`config.mk`:
```
export PLATFORM = sky130hd
export DESIGN_NAME = sem_div
export DESIGN_NICKNAME = d
export VERILOG_FILES = /design/src/hdl/sobel_edge_magnitude_top_defines.svh /design/src/hdl/sem_pkg.sv /design/src/hdl/sem_div.sv
export SDC_FILE = /design/constraint.sdc
export NUM_CORES = 1
export LEC_CHECK = 0
export ABC_AREA = 1
export ABC_CLOCK_PERIOD_IN_PS = 3500
export BUFFER_PORTS_ARGS = -buffer_cell sky130_fd_sc_hd__buf_2
export CAP_MARGIN = 25
export CORE_AREA = 5 5 94 96
export CTS_CLUSTER_SIZE = 25
export DETAILED_ROUTE_END_ITERATION = 7
export DIE_AREA = 0 0 99 101
export HOLD_SLACK_MARGIN = 0.03
export PLACE_DENSITY = 0.64
export SETUP_SLACK_MARGIN = 0.3
export SLEW_MARGIN = 10
export SYNTH_ARGS = -nofsm -noshare
export SYNTH_HDL_FRONTEND = slang
export SYNTH_SLANG_ARGS = --single-unit
```
`constraint.sdc`:
```
create_clock -name clk_i -period 3.5 [get_ports clk_i]
set_input_delay 0.35 -clock clk_i [delete_from_list [all_inputs] [get_ports clk_i]]
set_output_delay 0.35 -clock clk_i [all_outputs]
set_load 0.01 [all_outputs]
```
`src/hdl/sobel_edge_magnitude_top_defines.svh`:
```
// Assertion macros shared by the Sobel edge magnitude RTL.
`ifndef SOBEL_EDGE_MAGNITUDE_TOP_DEFINES_SVH
`define SOBEL_EDGE_MAGNITUDE_TOP_DEFINES_SVH

// Same-cycle implication, checked on every rising clock edge outside reset.
`define SEM_ASSERT_IMP(lbl, ante, cons, msg) \
  lbl: assert property (@(posedge clk_i) disable iff (!rst_ni) (ante) |-> (cons)) \
    else $error(msg);

// Next-cycle implication, checked on every rising clock edge outside reset.
`define SEM_ASSERT_NXT(lbl, ante, cons, msg) \
  lbl: assert property (@(posedge clk_i) disable iff (!rst_ni) (ante) |=> (cons)) \
    else $error(msg);

`endif

```
`src/hdl/sem_pkg.sv`:
```
// Types and constants shared by the Sobel edge magnitude block.
`default_nettype none

package sem_pkg;

  // Field widths of the pixel and result transfers.
  localparam int PIX_W  = 8;
  localparam int X_W    = 11;
  localparam int Y_W    = 12;

  // Configuration register widths and limits.
  localparam int CFG_WID_W  = 12;
  localparam int CFG_HGT_W  = 13;
  localparam int CFG_DATA_W = 13;
  localparam int CFG_IDX_W  = 1;
  localparam int WIDTH_LIMIT  = 2048;
  localparam int HEIGHT_LIMIT = 4096;

  // Internal counter and arithmetic widths.
  localparam int ROW_W  = 13;
  localparam int POS_W  = 23;
  localparam int TOT_W  = 24;
  localparam int IDX_W  = 26;
  localparam int GRAD_W = 11;
  localparam int MAG2_W = 21;

  // Configuration register indexes.
  localparam logic [CFG_IDX_W-1:0] CFG_IMAGE_WIDTH  = 1'b0;
  localparam logic [CFG_IDX_W-1:0] CFG_IMAGE_HEIGHT = 1'b1;

  // Sequencer states of the top level.
  typedef enum logic [2:0] {
    S_IDLE,
    S_READ,
    S_CALC,
    S_START,
    S_WAIT
  } sem_state_e;

  // One row store word: the pixel two rows up and the pixel one row up.
  typedef struct packed {
    logic [PIX_W-1:0] upper;
    logic [PIX_W-1:0] middle;
  } sem_rows_t;

endpackage

`default_nettype wire

```
`src/hdl/sem_div.sv`:
```
// Restoring divider that splits a raster position into row and column.
`default_nettype none

module sem_div (
  input  wire                          clk_i,
  input  wire                          rst_ni,
  input  wire                          start_i,
  input  wire [sem_pkg::POS_W-1:0]     dividend_i,
  input  wire [sem_pkg::CFG_WID_W-1:0] divisor_i,
  output logic                         busy_o,
  output logic [sem_pkg::Y_W-1:0]      quot_o,
  output logic [sem_pkg::X_W-1:0]      rem_o
);
  import sem_pkg::*;

  localparam int CNT_W = $clog2(POS_W);

  logic                 busy_q;
  logic [CNT_W-1:0]     cnt_q;
  logic [POS_W-1:0]     dq_q;
  logic [X_W-1:0]       rem_q;
  logic [CFG_WID_W-1:0] dvsr_q;
  logic [CFG_WID_W-1:0] shifted;
  logic                 fits;

  // One quotient bit per cycle: shift in the next dividend bit and subtract.
  assign shifted = {rem_q, dq_q[POS_W-1]};
  assign fits    = shifted >= dvsr_q;

  // Iteration control.
  always_ff @(posedge clk_i or negedge rst_ni) begin
    if (!rst_ni) begin
      busy_q <= 1'b0;
      cnt_q  <= '0;
    end else if (start_i) begin
      busy_q <= 1'b1;
      cnt_q  <= CNT_W'(POS_W - 1);
    end else if (busy_q) begin
      if (cnt_q == '0) begin
        busy_q <= 1'b0;
      end else begin
        cnt_q <= cnt_q - CNT_W'(1);
      end
    end
  end

  // Dividend bits leave at the top while quotient bits enter at the bottom.
  always_ff @(posedge clk_i) begin
    if (start_i) begin
      dq_q   <= dividend_i;
      rem_q  <= '0;
      dvsr_q <= divisor_i;
    end else if (busy_q) begin
      dq_q  <= {dq_q[POS_W-2:0], fits};
      rem_q <= fits ? X_W'(shifted - dvsr_q) : X_W'(shifted);
    end
  end

  assign busy_o = busy_q;
  assign quot_o = dq_q[Y_W-1:0];
  assign rem_o  = rem_q;

endmodule

`default_nettype wire

```
# After elaboration in Yosys (flattened, before gate mapping)
# Cells that the tools add are included.
# Widths: inputs -> output; s select.
totals:
  reg_bits: 52
  latch_bits: 0
  ram_bits: 0
  mem_bits_ro: 0
  input_bits: 38
  out_inout_bits: 24
  elab_cells: 21
  mem_count: 0
classes:
  addsub: 2
  mul: 0
  n_div: 0
  order_cmp: 1
  n_eq_ne: 1
  shifts: 0
  muxes: 9
  bitwise_logic: 0
  reduce_logical: 3
ops:
  columns: ["operator", "count"]
  rows:
  - ["$mux 23", 2]
  - ["$mux 5", 3]
  - ["$ge 12x12->1", 1]
  - ["$mux 11", 1]
  - ["$sub 11x11->11", 1]
  - ["$logic_not 5->1", 1]
  - ["$sub 5x1->5 const B", 1]
  - ["$mux 1", 3]
  - ["$ne 2x2->1 const B", 1]
  - ["$reduce_and 2->1", 1]
  - ["$reduce_bool 2->1", 1]

# Logic depth before layout (Yosys ltp)
logic_depth:
  depth_word: 4
  mapped_depth: 12
  depth_no_buf: 12

# Worst setup path after synthesis
# OpenSTA, ideal clock, no wires.
synth_path:
  path_kind: "input to register"
  start: "input start_i"
  end: "register cnt_q[4]"
  setup_time_ns: 0.138
  arrival_ns: 1.694
  required_time_ns: 3.362
  setup_slack_ns: 1.669
  path_stages: 8
  path_buffers: 1
  cell_sequence: "buf_2 > nor2_1 > inv_1 > nand2_1 > nor3_2 > inv_1 > o21ai_1 > nand3_1"
synth_via:
  elab_chain_len: 2
  elab_cells_between_ends: 4
  classes_between: "eq/ne: 1; mux: 1; reduce/logical: 2"
synth_rtl:
  columns: ["item", "line", "rtl"]
  rows:
  - ["from (decl)", "sem_div.sv:7", "input wire start_i,"]
  - ["$ne 2x2->1 (no source line) or $reduce_bool 2->1 (tied branches)", null, null]
  - ["$reduce_and 2->1 (no source line)", null, null]
  - ["to (signal assigned)", "sem_div.sv:37", "cnt_q <= CNT_W'(POS_W - 1);"]
  - ["to (signal assigned)", "sem_div.sv:42", "cnt_q <= cnt_q - CNT_W'(1);"]
  - ["to (decl)", "sem_div.sv:19", "logic [CNT_W-1:0] cnt_q;"]
# Parallel ways exist; a longest one is shown, timed or not.
# A chain may end at the register's enable or synchronous reset.

# Worst setup path in the final report
layout_path:
  start: "register dq_q[22]"
  end: "register dq_q[0] (data pin)"
layout_via:
  elab_chain_len: 3
layout_rtl:
  columns: ["item", "line", "rtl"]
  rows:
  - ["from (decl)", "sem_div.sv:20", "logic [POS_W-1:0] dq_q;"]
  - ["from (signal assigned)", "sem_div.sv:50", "dq_q <= dividend_i;"]
  - ["from (signal assigned)", "sem_div.sv:54", "dq_q <= {dq_q[POS_W-2:0], fits};"]
  - ["$ge 12x12->1", "sem_div.sv:28", "assign fits = shifted >= dvsr_q;"]
  - ["$mux 23", "sem_div.sv:53", "end else if (busy_q) begin"]
  - ["$mux 23", "sem_div.sv:49", "if (start_i) begin"]
# No other way between the ends. The select of a mux whose other input is x is not followed.

==> results.yml <==
placement:
  gp_congestion: 0.911
  post-place-ws_ns: 1.39
  hpwl_um: 4900
  portBuffers: 61
  post_dp_cell_area_um2: 3370
detailed_routing:
  route.detailed.drc: 0
  routed_wl_um: 6740
  vias: 2471
  drt_iter0_drc: 113
  drtPass1Iterations: 4
  routed_via_density: 4.64
  wl_per_cell_um: 12.7
  antenna_left: 0
global_routing:
  grt_pass1_wl_um: 11500
  grt-ovfl-total: 0
  grt_pass1_vias: 2488
  antenna_found_initial: 0
  grt_max_degree: 38
  track_usage_pct: 14.0
pwr:
  p_switching_uw: 562
  power_frac_clock_pct: 25.1
  p_int_uw: 1130
  swShare_pct: 33.1
  ir_worst_vdd_mv: 0.231
  powerDensity_nw_per_um2: 484
  power_frac_seq_pct: 45.6
  p_leak_uw: 0.00185
  p_comb_share_pct: 29.4
hold_path:
  hp-class: "primary input to flip-flop"
critical_path:
  worstSetupEndpointType: "flip-flop"
  cp_data_arrival_time_ns: 2.13
  required_ns: 3.57
  start_kind: "flip-flop"
  slowest_stage: "edfxtp_1"
  worstPathMaxFanout: 12
  timing.critical_path.max_delay_family: "simple AND/OR/NAND/NOR gates"
  path_class: "flip-flop to flip-flop"
  crit_path_max_incr_delay_ns: 0.39
  worstPathCellList: "inv_1, ha_1, fa_1, inv_1, nand3_1, nand3_2, nand2_4, nand4_4, nand2_1, nand2_1"
  critPathBufInv: 2
status:
  status: "finished, final reports clean"
floorplan:
  chipWidth_um: 99
  initial_core_util_pct: 38.6
  die_y_um: 101
  ios: 62
  die-area_um2: 10000
  placeableCoreArea_um2: 7970
  fp-row-count: 33
clocking:
  clk_latency_ns: 0.30
  cts_resized: 0
  cts_hold_buf: 1
  numCtsBuffers: 5
  cts.clk_slew.worst_paths_ns: 0.10
  cts_tree: "built"
  h-tree-depth: 2
  root_buffer: "clkbuf_8"
  cts_setup_buffers: 0
  clock-sinks: 52
  clockBufferDepth: 2
logic_synthesis:
  ys_types: 31
  yosysWarnings: 0
  ys_ff_latch: 52
  netlist_area_um2: 3080
  synthCells: 376
  ys_seq_area_share_pct: 46.2
  synthesis.nets: 429
  avgSynthCellArea_um2: 8.18
timing:
  clock.fmax_mhz: 485
  finalCritPeriodShare_pct: 58.9
  clock_skew_ns: 0.00623
  rsz0062_at_grt: "no"
  finalSetupTns_ns: 0
  tightest_slew_ns: 0.433
  slew_headroom_pct: 71.1
  fin_crit_ns: 2.06
  setup_viol_count_final: 0
  hold_violations: 0
  fin_ws_ns: 1.44
  finalMaxSlewViolations: 0
finish:
  n_antenna_cell: 0
  areaGrowthSynthToFinish_pct: 13.8
  drive_gt1_share_pct: 23.0
  final_area_um2: 3500
  fillers: 787
  nNetsFinal: 479
flow_run:
  maxCapViolCount: 0
## sequential cells by signal, indices dropped and copies added, names as in the netlist
signal  flops
cnt_q       5
busy_o      1
rem_o      11
dq_q       23
dvsr_q     12
## per-stage QoR
| step | utilization [%] | hold slack, ns | instances | power, uW |
|---|---|---|---|---|
| 3_5_place_dp | 42.3 | 0.181 | 522 | 1280 |
| 3_3_place_gp | 42.3 | 0.182 | 522 | 1270 |
| 6_report | 43.9 | 0.214 | 532 | 1690 |
| 2_1_floorplan | - | 0.0544 | 376 | 1170 |
| 4_1_cts | 43.9 | 0.204 | 531 | 1710 |
| 5_1_grt | 43.9 | 0.197 | 532 | 1810 |
## cell type report
class | count | area, um2 | share of cell area, %
tap | 105 | 131 | 3.75
clock inverter | 2 | 38.8 | 1.11
timing repair buffer | 66 | 345 | 9.86
sequential | 52 | 1420 | 40.6
inverter | 57 | 214 | 6.11
multi-input combinational | 244 | 1280 | 36.5
clock buffer | 6 | 72.6 | 2.07
## cell usage after synthesis
master	number	area [um2]
and2_4	2	17.5
nand2_4	1	11.3
nand4_1	14	87.6
buf_6	1	11.3
nor3_1	1	5.00
nand3_2	6	60.1
nor2_1	13	48.8
o21ai_1	1	5.00
buf_2	3	15.0
nand4_4	1	21.3
inv_1	55	206
nor2_4	2	22.5
o21ai_0	3	15.0
dfxtp_1	11	220
dfrtp_1	6	150
clkbuf_1	5	18.8
fa_1	1	20.0
nand2_1	138	518
nand2_2	10	62.6
inv_2	2	7.51
ha_1	14	175
nor3_2	1	10.0
xor2_1	1	8.76
buf_12	1	20.0
nand3_1	28	140
xnor2_1	2	17.5
edfxtp_1	35	1050
a32oi_1	1	8.76
a21oi_1	3	15.0
buf_4	13	97.6
a21oi_2	1	8.76
## power groups by stage
stage	combinational [uW]	clock (uW)	sequential, uW
after global routing	565	458	783
after CTS	500	436	773
after global placement	484	0	785
final	498	425	772
after floorplan	381	0	787
after detailed placement	494	0	787
## routing by layer
metal  routed length (um)  global-route usage, %  share of wire (%)
met3                  540                   3.94                8.0
met5                    0                      0                  0
met2                 3230                   24.9                 48
met4                   82                   2.52                1.2
met1                 2880                   16.9                 43
## final timing paths
kind | start | to | slack, ns | cells after the start
hold reg to reg | rem_o[10] | rem_o[10] | 0.48 | 2
min in group asynchronous | rst_ni | cnt_q[2] | 0.39 | 2
max in group asynchronous | rst_ni | cnt_q[3] | 2.97 | 2
hold / removal | divisor_i[7] | dvsr_q[7] | 0.21 | 1
setup reg to reg | dq_q[22] | dq_q[0] | 1.44 | 10
setup / recovery | dq_q[22] | dq_q[0] | 1.44 | 10
## cell families after synthesis
logic type / after synthesis / synth area share [%]
adders and majority gates: 15 / 6.34
DFF: 52 / 46.2
xor gates and xnor gates: 3 / 0.854
and+or+nand+nor: 217 / 32.7
buffers and inverters: 80 / 12.2
AOI/OAI and AO/OA: 9 / 1.71
## cells in the final DEF, fill, tap and decap left out, types with 2 or more instances in the layout
cell type / count
inv_1: 55
dfxtp_1: 11
nand4_1: 14
nand2_2: 10
buf_2: 61
clkbuf_8: 5
nand2_1: 138
nand3_1: 28
edfxtp_1: 35
xnor2_1: 2
a21oi_1: 3
nor2_1: 13
nor2_4: 2
o21ai_0: 3
inv_2: 2
dfrtp_1: 6
buf_4: 4
and2_4: 2
nand3_2: 6
ha_1: 14
Note: power is estimated with default switching activity, not from simulation.
