<file path="config.mk">
export PLATFORM = sky130hd
export DESIGN_NAME = sem_mag
export DESIGN_NICKNAME = d
export VERILOG_FILES = /design/src/hdl/sobel_edge_magnitude_top_defines.svh /design/src/hdl/sem_pkg.sv /design/src/hdl/sem_mag.sv
export SDC_FILE = /design/constraint.sdc
export NUM_CORES = 1
export LEC_CHECK = 0
export BUFFER_PORTS_ARGS = -buffer_cell sky130_fd_sc_hd__buf_2
export CAP_MARGIN = 20
export CORE_MARGIN = 4
export CORE_UTILIZATION = 60
export CTS_CLUSTER_SIZE = 10
export DETAILED_ROUTE_END_ITERATION = 8
export GPL_TIMING_DRIVEN = 1
export HOLD_SLACK_MARGIN = 0.06
export MAX_ROUTING_LAYER = met4
export PLACE_DENSITY = 0.8
export SLEW_MARGIN = 10
export SYNTH_ARGS = -nofsm -noshare
export SYNTH_HDL_FRONTEND = slang
export SYNTH_SLANG_ARGS = --single-unit
</file>
<file path="constraint.sdc">
create_clock -name clk_i -period 6.5 [get_ports clk_i]
set_input_delay 1.625 -clock clk_i [delete_from_list [all_inputs] [get_ports clk_i]]
set_output_delay 1.625 -clock clk_i [all_outputs]
set_load 0.01 [all_outputs]
</file>
<file path="src/hdl/sobel_edge_magnitude_top_defines.svh">
// Assertion macros shared by the Sobel edge magnitude RTL.
`ifndef SOBEL_EDGE_MAGNITUDE_TOP_DEFINES_SVH
`define SOBEL_EDGE_MAGNITUDE_TOP_DEFINES_SVH

// Same-cycle implication, checked on every rising clock edge outside reset.
`define SEM_ASSERT_IMP(lbl, ante, cons, msg) \
  lbl: assert property (@(posedge clk_i) disable iff (!rst_ni) (ante) |-> (cons)) \
    else $error(msg);

// Next-cycle implication, checked on every rising clock edge outside reset.
`define SEM_ASSERT_NXT(lbl, ante, cons, msg) \
  lbl: assert property (@(posedge clk_i) disable iff (!rst_ni) (ante) |=> (cons)) \
    else $error(msg);

`endif

</file>
<file path="src/hdl/sem_pkg.sv">
// Types and constants shared by the Sobel edge magnitude block.
`default_nettype none

package sem_pkg;

  // Field widths of the pixel and result transfers.
  localparam int PIX_W  = 8;
  localparam int X_W    = 11;
  localparam int Y_W    = 12;

  // Configuration register widths and limits.
  localparam int CFG_WID_W  = 12;
  localparam int CFG_HGT_W  = 13;
  localparam int CFG_DATA_W = 13;
  localparam int CFG_IDX_W  = 1;
  localparam int WIDTH_LIMIT  = 2048;
  localparam int HEIGHT_LIMIT = 4096;

  // Internal counter and arithmetic widths.
  localparam int ROW_W  = 13;
  localparam int POS_W  = 23;
  localparam int TOT_W  = 24;
  localparam int IDX_W  = 26;
  localparam int GRAD_W = 11;
  localparam int MAG2_W = 21;

  // Configuration register indexes.
  localparam logic [CFG_IDX_W-1:0] CFG_IMAGE_WIDTH  = 1'b0;
  localparam logic [CFG_IDX_W-1:0] CFG_IMAGE_HEIGHT = 1'b1;

  // Sequencer states of the top level.
  typedef enum logic [2:0] {
    S_IDLE,
    S_READ,
    S_CALC,
    S_START,
    S_WAIT
  } sem_state_e;

  // One row store word: the pixel two rows up and the pixel one row up.
  typedef struct packed {
    logic [PIX_W-1:0] upper;
    logic [PIX_W-1:0] middle;
  } sem_rows_t;

endpackage

`default_nettype wire

</file>
<file path="src/hdl/sem_mag.sv">
// Bit-serial integer square root with clamp to 255, one result bit per cycle.
`default_nettype none

module sem_mag (
  input  wire                       clk_i,
  input  wire                       rst_ni,
  input  wire                       start_i,
  input  wire [sem_pkg::MAG2_W-1:0] m2_i,
  output logic                      busy_o,
  output logic [sem_pkg::PIX_W-1:0] mag_o
);
  import sem_pkg::*;

  localparam int BIT_W = $clog2(PIX_W);

  logic              busy_q;
  logic [BIT_W-1:0]  k_q;
  logic [MAG2_W-1:0] m2_q;
  logic [PIX_W-1:0]  root_q;
  logic              sat_q;
  logic [PIX_W-1:0]  trial;
  logic [2*PIX_W-1:0] trial_sq;

  // Candidate root with the current bit set, and its square.
  assign trial    = root_q | (PIX_W'(1) << k_q);
  assign trial_sq = trial * trial;

  // Iteration control.
  always_ff @(posedge clk_i or negedge rst_ni) begin
    if (!rst_ni) begin
      busy_q <= 1'b0;
      k_q    <= '0;
    end else if (start_i) begin
      busy_q <= 1'b1;
      k_q    <= BIT_W'(PIX_W - 1);
    end else if (busy_q) begin
      if (k_q == '0) begin
        busy_q <= 1'b0;
      end else begin
        k_q <= k_q - BIT_W'(1);
      end
    end
  end

  // Root bits are kept when the trial square does not exceed the operand.
  always_ff @(posedge clk_i) begin
    if (start_i) begin
      m2_q   <= m2_i;
      root_q <= '0;
      sat_q  <= |m2_i[MAG2_W-1:2*PIX_W];
    end else if (busy_q) begin
      if (MAG2_W'(trial_sq) <= m2_q) begin
        root_q <= trial;
      end
    end
  end

  assign busy_o = busy_q;
  assign mag_o  = sat_q ? '1 : root_q;

endmodule

`default_nettype wire

</file>
# [After elaboration in Yosys (flattened, before gate mapping)]
# Cells that the tools add are included.
[word_totals] output_inout_bits=9 input_bits=24 mem_count=0 elab_cells=23 ramBits=0 latchBits=0 mem_bits_ro=0 ff_bits=34
[classes] reduce_logical=5 n_mux=7 eq_ne=1 shifts=1 div_mod_pow=0 n_lt_le_gt_ge=1 add_sub_neg=1 mul=1 bitwise=1
[ops] operator="16-bit by 21-bit <= comparator with 1-bit output" n=1
[ops] operator="8-bit by 8-bit multiplier with 16-bit output" n=1
[ops] operator="3-bit two-way mux" n=3
[ops] operator="8-bit two-way mux" n=1
[ops] operator="8-bit bitwise OR" n=1
[ops] operator="1-bit by 3-bit << shifter with 8-bit output, first input constant" n=1
[ops] operator="5-bit OR reduction" n=1
[ops] operator="2-bit AND reduction" n=2
[ops] operator="3-bit logical NOT" n=1
[ops] operator="1-bit two-way mux" n=3
[ops] operator="3-bit by 1-bit subtractor with 3-bit output, second input constant" n=1
[ops] operator="2-bit != test, second input constant" n=1
[ops] operator="2-bit nonzero test" n=1

# [Logic depth before layout (Yosys ltp)]
# Gate-level depths: netlist (run 1).
[depth] ltp_word=5 depth_mapped=25 ltp_nobuf=24

# [Least setup slack after synthesis (run 1)]
# Ideal clock, no wire load.
[synth_timing] kind="reg2reg" from="register k_q[0]" to="register root_q[6]" n_path_buf=1 period_less_slack_ns=5.975 t_arrival_ns=5.907 stages_incl_launch_ff=25 required_ns=6.433 setup_ns=0.067 slack_ns=0.525 cell_sequence="dfrtp_1 -> inv_1 -> ha_1 -> a21oi_1 -> clkbuf_1 -> nand2b_1 -> inv_1 -> fa_1 -> fa_1 -> inv_1 -> fa_1 -> fa_1 -> inv_1 -> ha_1 -> nand3_1 -> o21bai_1 -> a31oi_1 -> o221ai_1 -> xnor2_1 -> ha_1 -> nand3_1 -> or3_1 -> o31ai_1 -> a21oi_2 -> a21oi_2"
[synth_via] elab_chain_len=5
[synth_lines] element="from (decl)" line_no="sem_mag.sv:17" text="logic [BIT_W-1:0] k_q;"
[synth_lines] element="from (signal assigned)" line_no="sem_mag.sv:35" text="k_q <= BIT_W'(PIX_W - 1);"
[synth_lines] element="from (signal assigned)" line_no="sem_mag.sv:40" text="k_q <= k_q - BIT_W'(1);"
[synth_lines] element="1-bit by 3-bit << shifter with 8-bit output (*)" line_no="sem_mag.sv:25" text="assign trial = root_q | (PIX_W'(1) << k_q);"
[synth_lines] element="8-bit bitwise OR (*)" line_no="sem_mag.sv:25"
[synth_lines] element="8-bit by 8-bit multiplier with 16-bit output" line_no="sem_mag.sv:26" text="assign trial_sq = trial * trial;"
[synth_lines] element="16-bit by 21-bit <= comparator with 1-bit output" line_no="sem_mag.sv:52" text="if (MAG2_W'(trial_sq) <= m2_q) begin"
[synth_lines] element="2-bit AND reduction (no line)"
[synth_lines] element="to (signal assigned)" line_no="sem_mag.sv:53" text="root_q <= trial;"
[synth_lines] element="to (decl)" line_no="sem_mag.sv:19" text="logic [PIX_W-1:0] root_q;"
# Every way passes the cells marked *; elsewhere a longest branch is shown, timed or not.
# A chain may end at the register's enable or synchronous reset.

# [Worst setup path in the final report (run 1)]
[layout_timing] from="register k_q[1]" to="register root_q[3]"
# Same word-level chain as after synthesis.

==> results of run 1 <==
-- final cells by class --
type,instances,area [sq um],area share (%)
inverter,71,267,7.19
sequential,34,921,24.8
multi-input combinational,249,2130,57.5
timing repair buffer,40,220,5.94
tap,70,87.6,2.36
clock inverter,3,11.3,0.304
clock buffer,5,68.8,1.86
-- registers in the layout (all words and copies together) (netlist names) --
signal and count:
busy_o 1, k_q 3, m2_q 21, root_q 8
sat_q 1
-- power by group through the flow --
| stage | Sequential, mW | Combinational, mW | Clock [mW] |
|---|---|---|---|
| 2_1_floorplan | 0.272 | 0.498 | 0 |
| 3_3_place_gp | 0.279 | 0.634 | 0 |
| 3_5_place_dp | 0.279 | 0.651 | 0 |
| 4_1_cts | 0.275 | 0.658 | 0.141 |
| 5_1_grt | 0.278 | 0.768 | 0.155 |
| 6_report | 0.275 | 0.665 | 0.137 |
-- critical path, delay by kind of cell (launching register included) --
| family | cells | cell delay (ns) |
|---|---|---|
| xor gates and xnor gates | 1 | 0.12 |
| DFF | 1 | 0.41 |
| adders and majority gates | 7 | 2.85 |
| buffers and inverters | 5 | 0.38 |
| AOI/OAI and AO/OA | 7 | 1.42 |
| and+or+nand+nor | 3 | 0.84 |
-- worst max path at each step --
stage	start	end	slack, ns	depth (start not counted)
finish	k_q[1]	root_q[3]	0.42	23
global route	k_q[0]	root_q[3]	-0.02	23
CTS	k_q[1]	root_q[3]	0.16	23
detailed placement	k_q[1]	root_q[4]	0.24	23
global placement	k_q[0]	root_q[0]	0.42	23
floorplan	k_q[0]	root_q[6]	0.53	24
-- cells in the mapped netlist, drive strengths merged, types with 7 or more instances --
master | count | area, sq um
ha | 48 | 601
fa | 25 | 500
nor3 | 7 | 35.0
nand2 | 15 | 56.3
o21ai | 11 | 55.1
edfxtp | 22 | 661
xnor2 | 10 | 87.6
or2 | 11 | 68.8
nor2 | 35 | 131
dfxtp | 8 | 160
a21oi | 30 | 158
inv | 70 | 263
nand2b | 14 | 87.6
-- repair_timing --
action / CTS / global route
endpoints found under the setup margin: 0 / 8
gates resized for setup: 0 / 9
endpoints found under the hold margin: 0 / 0
-- layer usage --
layer / vias up / wire length, um
li1: 1271 / -
met1: 1193 / 2880
met2: 55 / 3250
met3: 4 / 245
met4: 0 / 44
met5: - / 0
-- kinds of logic (layout without fill, tap and decap cells) --
kind of cell / Yosys count / in the layout / synth area share [%]
AOI/OAI and AO/OA: 66 / 66 / 12.4
buffers and inverters: 78 / 119 / 8.86
DFF: 34 / 34 / 27.8
adders and majority gates: 73 / 73 / 33.2
xor gates and xnor gates: 14 / 14 / 3.70
and+or+nand+nor: 96 / 96 / 14.1
-- through the flow --
stage,hold slack [ns],worst slack (ns)
2_1_floorplan,0.458,0.525
3_3_place_gp,0.480,0.418
3_5_place_dp,0.483,0.242
4_1_cts,0.497,0.162
5_1_grt,0.527,-0.0218
6_report,0.495,0.423
==> results.cfg, run 1 <==
[run_status]
result_of_the_run = completed

[power_and_ir_drop]
netSwitchingPower_uw = 469
combinationalPowerShare_pct = 61.7
power.leakage_nw = 1.85
power.share.clock_pct = 12.7
internal_power_uw = 609
power_switching_share_pct = 43.5
design_power_total_mw = 1.08
pwr_density_cell_nw_per_um2 = 291
power.share.sequential_pct = 25.6
max-vdd-ir-drop_mv = 0.221

[worst_setup_path]
worst-r2r-setup-slack_ns = 0.42
worstSetupEndpointType = flop
worst-endpoint-required_ns = 6.70
crit-reg2reg-capture = root_q[3]
worstSetupStartpointType = flop
crit_path_cell_trace = inv_1 -> ha_1 -> a21o_1 -> clkinv_1 -> or2_2 -> fa_1 -> inv_1 -> fa_1 -> fa_1 -> inv_1 -> fa_1 -> inv_1 -> ha_1 -> o21ai_2 -> a31oi_2 -> o41ai_1 -> xnor2_1 -> ha_1 -> nand3_1 -> or3_1 -> o31ai_2 -> a21oi_2 -> a21oi_1
r2r_start = k_q[1]
critPathMaxStageDelay_ns = 0.54
crit_path_top_delay_cell = sky130_fd_sc_hd__fa_1
path_class = reg -> reg
timing.critical_path.arrival_ns = 6.28
worst_r2r_path_depth = 23
worstPathMaxFanout = 8

[synth]
yosysUniqueCellTypes = 42
synth_top_flop_cell = sky130_fd_sc_hd__edfxtp_1
synth_fp_nets = 458
total_of_warnings_raised_by_yosys = 0
synth_sequential_area_ratio_pct = 27.8
postSynthRegisterBits = 34
syn-cell-area_sq_um = 3320
async_s_r_ff_share_synth_pct = 11.8
postSynthAreaPerCell_sq_um = 9.19
synthesized_netlist_cell_count = 361
synth_enable_flop_cells = 22

[global_route]
grt_start_max_net_pins = 36
grt_use_met1_pct = 28.4
grt_pass1_wl_um = 11200
grt_pass1_vias = 2591
grt_met3_usage_pct = 2.06
overflow = 0
global_route.usage.met2_pct = 37.2
busiest_layer = met2
grt_antenna_before_repair = 0
grt_util_all_layers_pct = 22.1

[placement]
dpl.hpwl_um = 5280
postPlaceCellArea_sq_um = 3600
placement.io_buffers = 32
placedCellCount = 464
globalplace.congestion = 0.901

[cts]
cts_htree_levels = 2
tritoncts = yes
clk_path_buf_depth = 2
hold_bufs_at_cts = 0
cts.reportedPaths.clkPinSlew_ns = 0.06
cts_sinks = 34
tritoncts.num_buffers = 5
cts_setup_buffers = 0
ctsRootBufferMaster = sky130_fd_sc_hd__clkbuf_8
clkLatencyLatePin_ns = 0.27

[layout]
antenna_cells_inserted = 0
drive_above_1_share_pct = 16.4
area.growth.synth_to_final_pct = 11.7
final_util_pct = 70.8
postLayoutCellArea_sq_um = 3710
most-common-layout-cells = sky130_fd_sc_hd__inv_1 (70), sky130_fd_sc_hd__ha_1 (48), sky130_fd_sc_hd__nor2_1 (33)
non_filler_instance_count_after_layout = 472
final.fill_count = 407
final_common_cell = sky130_fd_sc_hd__inv_1
post_layout_nets = 498

[routing]
drt_pre_antenna_iters = 4
detailedRoute.firstIterationViolations = 137
postRouteAntennaNets = 0
routed_via_density = 5.35
drc_errors = 0
routed_wl_um = 6420
avgRoutedWirePerCell_um = 13.6
vias = 2523

[floorplan]
num_io_pins = 33
chip_height_um = 82.4
floorplan.die_area_sq_um = 6780
fp.coreArea_sq_um = 5240
initial_core_util_pct = 63.4
die-width_um = 82.4
row_count = 26

[sta]
total_negative_slack_for_setup_checks_ns = 0
worst_slew_pin_slew_ns = 0.636
relative_slew_slack_pct = 57.6
final.setup_skew_ns = 0.00266
drv_slew = 0
fin_crit_ns = 6.08
setup_viol = 0
layout_worst_path_cycle_share_pct = 93.5
achievable-frequency_mhz = 165
report.final.hold_viol_count = 0

[worst_hold_path]
timing.hold.worst_endpoint = root_q[1]
worstHoldStart = root_q[1]
holdPathStages = 2
timing.hold.worst.class = reg -> reg

[job]
drv.max_cap_violation_count = 0
No activity file was read; power rests on OpenSTA's default activity.
==> run 2: changes to the inputs <==
--- a/config.mk
+++ b/config.mk
@@ -7,6 +7,7 @@
 export LEC_CHECK = 0
 export BUFFER_PORTS_ARGS = -buffer_cell sky130_fd_sc_hd__buf_2
 export CAP_MARGIN = 20
+export CORE_ASPECT_RATIO = 0.6
 export CORE_MARGIN = 4
 export CORE_UTILIZATION = 60
 export CTS_CLUSTER_SIZE = 10
==> results.cfg, run 2 (same netlist as run 1, synthesis figures left out) <==
[placement]
placement.io_buffers = 32
postPlaceCellArea_sq_um = 3590
globalplace.congestion = 0.917
placedCellCount = 460
dpl.hpwl_um = 5470

[layout]
most-common-layout-cells = sky130_fd_sc_hd__inv_1 (70), sky130_fd_sc_hd__ha_1 (48), sky130_fd_sc_hd__nor2_1 (33)
final_common_cell = sky130_fd_sc_hd__inv_1
largest_reg_flops = 21
postLayoutCellArea_sq_um = 3770
final.fill_count = 389
top_register = m2_q
area.growth.synth_to_final_pct = 13.5
final_util_pct = 72.4
non_filler_instance_count_after_layout = 470
area_occupied_by_multi_input_gates_sq_um = 2170
antenna_cells_inserted = 0
register_area_sq_um = 922
post_layout_nets = 500
drive_above_1_share_pct = 18.6
biggest_registers_after_layout = m2_q (21), root_q (8), k_q (3)

[worst_setup_path]
timing.critical_path.arrival_ns = 6.51
path_class = reg -> reg
critPathTopFamily = adder cells
worstSetupEndpointType = flop
crit_path_top_delay_cell = sky130_fd_sc_hd__fa_1
critPathMaxStageDelay_ns = 0.53
worstPathMaxFanout = 8
crit_path_cell_trace = inv_1 -> ha_1 -> a21oi_1 -> buf_4 -> or2_2 -> fa_1 -> inv_1 -> fa_1 -> ha_1 -> inv_1 -> fa_1 -> inv_1 -> ha_1 -> nor2b_1 -> o21bai_1 -> a31oi_4 -> o41ai_2 -> xnor2_1 -> ha_1 -> nand3_1 -> or3_1 -> o31ai_1 -> a21oi_2 -> a21oi_1
worst-endpoint-required_ns = 6.72
crit_buf_inv = 5
worstSetupStartpointType = flop

[routing]
postRouteAntennaNets = 0
drc_errors = 0
avgRoutedWirePerCell_um = 14.8
detailedRoute.firstIterationViolations = 151
routed_via_density = 5.47
drt_pre_antenna_iters = 4
vias = 2571
routed_wl_um = 6940

[global_route]
grt_pass1_wl_um = 11500
grt_pass1_vias = 2507
grt_start_max_net_pins = 36
grt_antenna_before_repair = 0
overflow = 0
grt_util_all_layers_pct = 21.9

[power_and_ir_drop]
max-vdd-ir-drop_mv = 0.223
power.share.clock_pct = 14.4
power.leakage_nw = 1.90
combinationalPowerShare_pct = 61.8
pwr_density_cell_nw_per_um2 = 307
internal_power_uw = 639
power.share.sequential_pct = 23.8
power_switching_share_pct = 44.8
netSwitchingPower_uw = 518

[floorplan]
floorplan.die_area_sq_um = 6820
initial_core_util_pct = 63.7
die-width_um = 104
row_count = 20
chip_height_um = 65.6
num_io_pins = 33
fp.coreArea_sq_um = 5200

[cts]
hold_bufs_at_cts = 0
clkLatencyLatePin_ns = 0.30
clk_path_buf_depth = 2
cts_sinks = 34
cts_htree_levels = 2
cts.reportedPaths.clkPinSlew_ns = 0.07
tritoncts.num_buffers = 5
tritoncts = yes
ctsRootBufferMaster = sky130_fd_sc_hd__clkbuf_8

[job]
drv.max_cap_violation_count = 0

[sta]
relative_slew_slack_pct = 56.2
final.setup_skew_ns = 0.00679
worst_slew_pin_slew_ns = 0.657
fin_crit_ns = 6.28
total_negative_slack_for_setup_checks_ns = 0
setup_viol = 0
drv_slew = 0
achievable-frequency_mhz = 159
layout_worst_path_cycle_share_pct = 96.7
report.final.hold_viol_count = 0

[run_status]
result_of_the_run = completed

[worst_hold_path]
timing.hold.worst.class = reg -> reg
-- run 2: power by group through the flow --
stage	Sequential [mW]	Combinational, mW	Clock, mW
after floorplan	0.272	0.498	0
after global placement	0.279	0.634	0
after detailed placement	0.280	0.655	0
after CTS	0.275	0.673	0.169
after global routing	0.279	0.812	0.179
final	0.276	0.715	0.167
-- run 2: metrics by stage --
step / setup WS [ns] / power, mW / hold WS, ns
after floorplan: 0.525 / 0.770 / 0.458
after global placement: 0.242 / 0.913 / 0.477
after detailed placement: 0.147 / 0.935 / 0.478
after CTS: 0.00820 / 1.12 / 0.494
after global routing: -0.0340 / 1.27 / 0.521
final: 0.215 / 1.16 / 0.494
-- run 2: worst paths after layout --
check / cells after the start / endpoint / slack, ns / from
worst max-delay path: 24 / root_q[5] / 0.22 / k_q[0]
worst min-delay path: 2 / root_q[4] / 0.49 / root_q[4]
worst max register to register: 24 / root_q[5] / 0.22 / k_q[0]
worst min register to register: 2 / root_q[4] / 0.49 / root_q[4]
max in group asynchronous: 1 / k_q[2] / 5.25 / rst_ni
min in group asynchronous: 1 / k_q[2] / 1.12 / rst_ni
-- run 2: layer usage --
layer	GRT usage, %	vias up	share of wire (%)
li1	-	1272	-
met1	30.6	1230	51
met2	33.3	63	44
met3	5.10	6	5.1
met4	3.81	0	0.61
met5	-	-	0
-- run 2: cell type report --
cell class                 count  share of cell area (%)
tap                           66                    2.19
clock buffer                   6                    2.19
sequential                    34                    24.5
clock inverter                 2                   0.299
multi-input combinational    249                    57.5
timing repair buffer          42                    6.24
inverter                      71                    7.07
-- run 2: worst register-to-register path, delay by kind of cell (launching register included) --
kind                     cells  cell delay, ns
adder cells (fa/ha/maj)      7            2.55
buffers and inverters        5            0.52
AO/OA/AOI/OAI                7            1.52
XOR/XNOR                     1            0.12
flip-flops                   1            0.40
AND/OR/NAND/NOR              4            1.10
-- run 2: timing repair --
item	4_1_cts	5_1_grt
setup endpoints to repair	0	8
setup buffers	0	2
gates resized for setup	0	14
endpoints found under the hold margin	0	0
